$ cat src/rtl/core/fru_pkg.sv
`timescale 1ns / 1ps
// ----------------------------------------------------------------------------
// fru_pkg
// Types and fixed-point constants shared by the Fresnel reflectance unit.
// ----------------------------------------------------------------------------
package fru_pkg;

    // Fixed-point formats: index Q3.12, cosines and results Q1.16, work Q.16.
    localparam int INDEX_FRAC_BITS = 12;
    localparam int COS_FRAC_BITS   = 16;
    localparam int WORK_BITS       = 16;
    localparam int IDX_SHIFT       = WORK_BITS - INDEX_FRAC_BITS;

    localparam int IDX_W  = 16;
    localparam int FRAC_W = 17;
    localparam int NW_W   = IDX_W - 1 + IDX_SHIFT;

    localparam logic [FRAC_W-1:0] ONE = FRAC_W'(1) << COS_FRAC_BITS;

    typedef struct packed {
        logic signed [IDX_W-1:0]  rel_index;
        logic        [FRAC_W-1:0] cos_incidence;
    } t_in_beat;

    typedef struct packed {
        logic [FRAC_W-1:0] reflectance;
        logic [FRAC_W-1:0] transmittance;
        logic              total_reflection;
    } t_out_beat;

endpackage

$ cat src/rtl/core/fru_sqrt_pipe.sv
`timescale 1ns / 1ps
// ----------------------------------------------------------------------------
// fru_sqrt_pipe
// Pipelined floor integer square root, one result bit per register stage,
// with a sideband word and a valid bit travelling alongside.
// ----------------------------------------------------------------------------
module fru_sqrt_pipe
    import fru_pkg::*;
#(
    parameter int RAD_W  = 33,
    parameter int ROOT_W = 17,
    parameter int SIDE_W = 8
) (
    input  logic              i_clk,
    input  logic              i_rst_n,
    input  logic              i_en,
    input  logic              i_vld,
    input  logic [RAD_W-1:0]  i_rad,
    input  logic [SIDE_W-1:0] i_side,
    output logic              o_vld,
    output logic [ROOT_W-1:0] o_root,
    output logic [SIDE_W-1:0] o_side
);

    localparam int TW = 2 * ROOT_W + 2;

    logic [ROOT_W-1:0] r_vld;
    logic [RAD_W-1:0]  r_rem  [ROOT_W];
    logic [ROOT_W-1:0] r_root [ROOT_W];
    logic [SIDE_W-1:0] r_side [ROOT_W];
    logic [RAD_W-1:0]  n_rem  [ROOT_W];
    logic [ROOT_W-1:0] n_root [ROOT_W];

    // Stage j settles root bit ROOT_W-1-j; the remainder holds v - q^2.
    always_comb begin : p_step
        logic [RAD_W-1:0]  rin;
        logic [ROOT_W-1:0] qin;
        logic [TW-1:0]     trial;
        for (int j = 0; j < ROOT_W; j++) begin
            if (j == 0) begin
                rin = i_rad;
                qin = '0;
            end else begin
                rin = r_rem[j-1];
                qin = r_root[j-1];
            end
            trial = (TW'(qin) << (ROOT_W - j)) + (TW'(1) << (2 * (ROOT_W - 1 - j)));
            if (TW'(rin) >= trial) begin
                n_rem[j]  = RAD_W'(TW'(rin) - trial);
                n_root[j] = qin | (ROOT_W'(1) << (ROOT_W - 1 - j));
            end else begin
                n_rem[j]  = rin;
                n_root[j] = qin;
            end
        end
    end

    always_ff @(posedge i_clk) begin
        if (!i_rst_n) begin
            r_vld <= '0;
        end else if (i_en) begin
            r_vld <= {r_vld[ROOT_W-2:0], i_vld};
        end
    end

    always_ff @(posedge i_clk) begin
        if (i_en) begin
            for (int j = 0; j < ROOT_W; j++) begin
                r_rem[j]  <= n_rem[j];
                r_root[j] <= n_root[j];
                r_side[j] <= (j == 0) ? i_side : r_side[j-1];
            end
        end
    end

    assign o_vld  = r_vld[ROOT_W-1];
    assign o_root = r_root[ROOT_W-1];
    assign o_side = r_side[ROOT_W-1];

endmodule

$ cat config.mk
export PLATFORM = sky130hd
export DESIGN_NAME = fru_sqrt_pipe
export DESIGN_NICKNAME = d
export VERILOG_FILES = /design/src/rtl/core/fru_pkg.sv /design/src/rtl/core/fru_sqrt_pipe.sv
export SDC_FILE = /design/constraint.sdc
export NUM_CORES = 1
export LEC_CHECK = 0
export BUFFER_PORTS_ARGS = -buffer_cell sky130_fd_sc_hd__buf_4
export CAP_MARGIN = 10
export CORE_MARGIN = 4
export CORE_UTILIZATION = 51
export DETAILED_ROUTE_END_ITERATION = 10
export PLACE_DENSITY = 0.67
export SLEW_MARGIN = 20
export SYNTH_ARGS = -nofsm -noshare
export SYNTH_HDL_FRONTEND = slang
export SYNTH_SLANG_ARGS = --single-unit
$ cat constraint.sdc
create_clock -name i_clk -period 3.5 [get_ports i_clk]
set_input_delay 0.35 -clock i_clk [delete_from_list [all_inputs] [get_ports i_clk]]
set_output_delay 0.35 -clock i_clk [all_outputs]
set_load 0.01 [all_outputs]
==> results.yml <==
routing:
  met3WireLength_mm: 2.80
  dr.pass1.iters: 7
  antenna_left: 0
  vias: 21100
  drt-met1-wl_mm: 26.7
  routed_wl_mm: 68.1
  avgRoutedWirePerCell_um: 17.7
  drt_iter0_drc: 1287
  route.detailed.drc: 0
  wl_met2_mm: 36.1
  routed.top_layer: "met4"
  viasPerCell: 5.48
worst_setup_path:
  worstSetupStartpoint: "r_rem[0][422]"
  cp_max_fo: 28
  worstSetupStartpointType: "flip-flop"
  crit_chain: "or3_1, or4_1, nor4_1, buf_4, o31ai_1, buf_4, a311oi_4, buf_4, mux2_1"
  r2r_end: "r_rem[0][439]"
  path_buf_inv: 3
  cp.depth: 9
  crit_required_ns: 3.88
  path_common_cell: "buf_4"
  cp.arrival_ns: 3.67
  r2r_start: "r_rem[0][422]"
  path_delay_family: "simple AND/OR/NAND/NOR gates"
  r2r_slack_ns: 0.21
  slowest_delay_ns: 0.51
  slowest_stage: "or4_1"
  worstSetupPathType: "reg2reg"
  crit_end: "r_rem[0][439]"
  r2r_cells: 9
  endpoint_kind: "flip-flop"
clock_tree:
  post_cts_buffers: 0
  insertion_delay_ns: 0.63
  cts_sinks: 834
  numCtsBuffers: 85
  cts_root_buf: "clkbuf_16"
  path_clk_slew_ns: 0.06
  clockBufferDepth: 3
  cts_tree: "built"
  htreeDepth: 3
pwr:
  swShare: 0.262
  power.total_mw: 25.7
  p_seq_frac: 0.514
  p_switching_mw: 6.75
  p_leak_nw: 15.6
  vdd_drop_max_mv: 0.498
  pwr_density_cell_nw_per_um2: 617
  p_comb_frac: 0.155
  clockPowerShare: 0.332
  p_int_mw: 19.0
synth:
  ys_seq_area_frac: 0.682
  synth_flop_cell: "edfxtp_1"
  yosys_warnings: 0
  synth.area.top_cells: "edfxtp_1 (67%), ha_1 (5.7%), xnor2_1 (2.4%), xor2_1 (2.4%), inv_1 (2.1%)"
  synth_nets: 2837
  synth_edf_count: 817
  netlist_area_um2: 36500
  synthCells: 2625
  synth_area_leader_cell: "edfxtp_1"
  synthTopCellsByCount: "edfxtp_1 (817), inv_1 (206), nand2_1 (173)"
  synth.most_common_cell: "edfxtp_1"
  synth_cell_types: 82
  synth-seq-cells: 834
  async_reset_ff_frac: 0
  synth_top_cell_area_share: 0.673
  synth_area_per_cell_um2: 13.9
finish:
  layout-drive-gt1-share: 0.0936
  layout.nets: 3045
  instances_no_fill: 3846
  diodes: 0
  layout-area-overhead-vs-synth_pct: 14.3
timing:
  slew_headroom: 0.407
  hold_violations: 0
  rsz0062_at_grt: "false"
  finClkSkew_ns: 0.0229
  drv_slew: 0
  fin_crit_sh: 0.940
  period_minus_slack_ns: 3.29
  setup_viol: 0
  fmax_ghz: 0.304
  tightest_slew_ns: 0.881
placed_design:
  port_buffers: 70
  gp_congestion: 0.949
  hpwl_mm: 48.8
  placed_cells: 3644
global_route:
  grt_pass1_vias: 21500
  grt_start_max_net_pins: 108
  overflow: 0
  grt_usage: 0.180
  antenna_found_initial: 0
  grt_pass1_wl_mm: 109
floorplan:
  coreArea_um2: 70400
  dieHeight_um: 275
  fp.dieW_um: 275
  initial_utilization: 0.518
  rows: 97
  ios: 71
  die_area_um2: 75800
job:
  cap_violations: 0
hold_path:
  hold_class: "in2reg"
  whs_path_depth: 2
status:
  status: "finished, final reports clean"
[layer usage]
layer,up-vias,track usage
li1,10300,-
met3,149,0.0269
met1,10100,0.207
met2,510,0.341
met4,0,0.0663
met5,-,0
[power groups by stage]
stage	Combinational [mW]	Sequential, mW	Clock, mW
after floorplan	2.84	13.1	0
after global placement	3.79	13.4	0
after detailed placement	3.91	13.4	0
after CTS	3.97	13.2	8.76
after global routing	4.43	13.3	9.20
final	3.98	13.2	8.52
[how the worst min path moves through the flow]
stage,from,end,slack (ns)
2_1_floorplan,r_side[0][92],r_side[0][100],0.40
3_3_place_gp,r_side[0][38],r_side[0][46],0.40
3_5_place_dp,r_side[0][2],r_side[0][10],0.40
4_1_cts,i_rst_n,r_vld[5],0.01
5_1_grt,i_rst_n,r_vld[8],0.03
6_report,i_rst_n,r_vld[5],0.05
[per-stage QoR]
step / hold WS [ns] / TNS (ns) / setup WS [ns] / instance area [um^2] / util
floorplan: 0.400 / 0 / 0.494 / 36500 / -
global placement: 0.400 / -0.454 / -0.282 / 38600 / 0.548
detailed placement: 0.405 / -0.520 / -0.279 / 38600 / 0.548
CTS: 0.0120 / 0 / 0.0972 / 41700 / 0.592
global route: 0.0311 / 0 / 0.0419 / 41700 / 0.592
finish: 0.0540 / 0 / 0.208 / 41700 / 0.592
[cells in the final DEF (no fill, tap or decap), types with 68 or more instances in the layout]
cell / count
ha_1: 166
nor4_1: 80
inv_1: 206
o21ai_0: 125
nand2_1: 173
nor2_1: 135
xor2_1: 99
clkbuf_16: 85
nor3_1: 68
buf_4: 106
xnor2_1: 102
edfxtp_1: 817
a21oi_1: 106
[area by class of cell]
cell class / instances / area, um^2
well taps: 940 / 1180
multi-input cells: 1540 / 10700
inverters: 211 / 792
clock inverters: 53 / 459
fillers: 5445 / 28700
flip-flops and latches: 834 / 24900
clock buffers: 107 / 2210
repair buffers: 161 / 1470
[cell families (layout without fill, tap and decap cells)]
group	after synthesis	after routing	share of synthesized area
buffers and inverters	251	532	0.0260
and+or+nand+nor	684	684	0.0961
muxes	42	42	0.0121
xor gates and xnor gates	201	201	0.0483
DFF	834	834	0.682
other	1	1	0.000103
adders and majority gates	167	167	0.0575
AOI/OAI and AO/OA	445	445	0.0777
[timing repair]
action,CTS,global route
hold buffers,42,0
gates resized for setup,1,1
cloned,0,0
hold endpoints to repair,42,0
endpoints found under the setup margin,4,1
[flip-flops by register name, summed over array words and instances, names as in the netlist]
signal	cells
r_root	153
r_side	136
r_vld	17
r_rem	528
(Power assumes the default switching activity.)
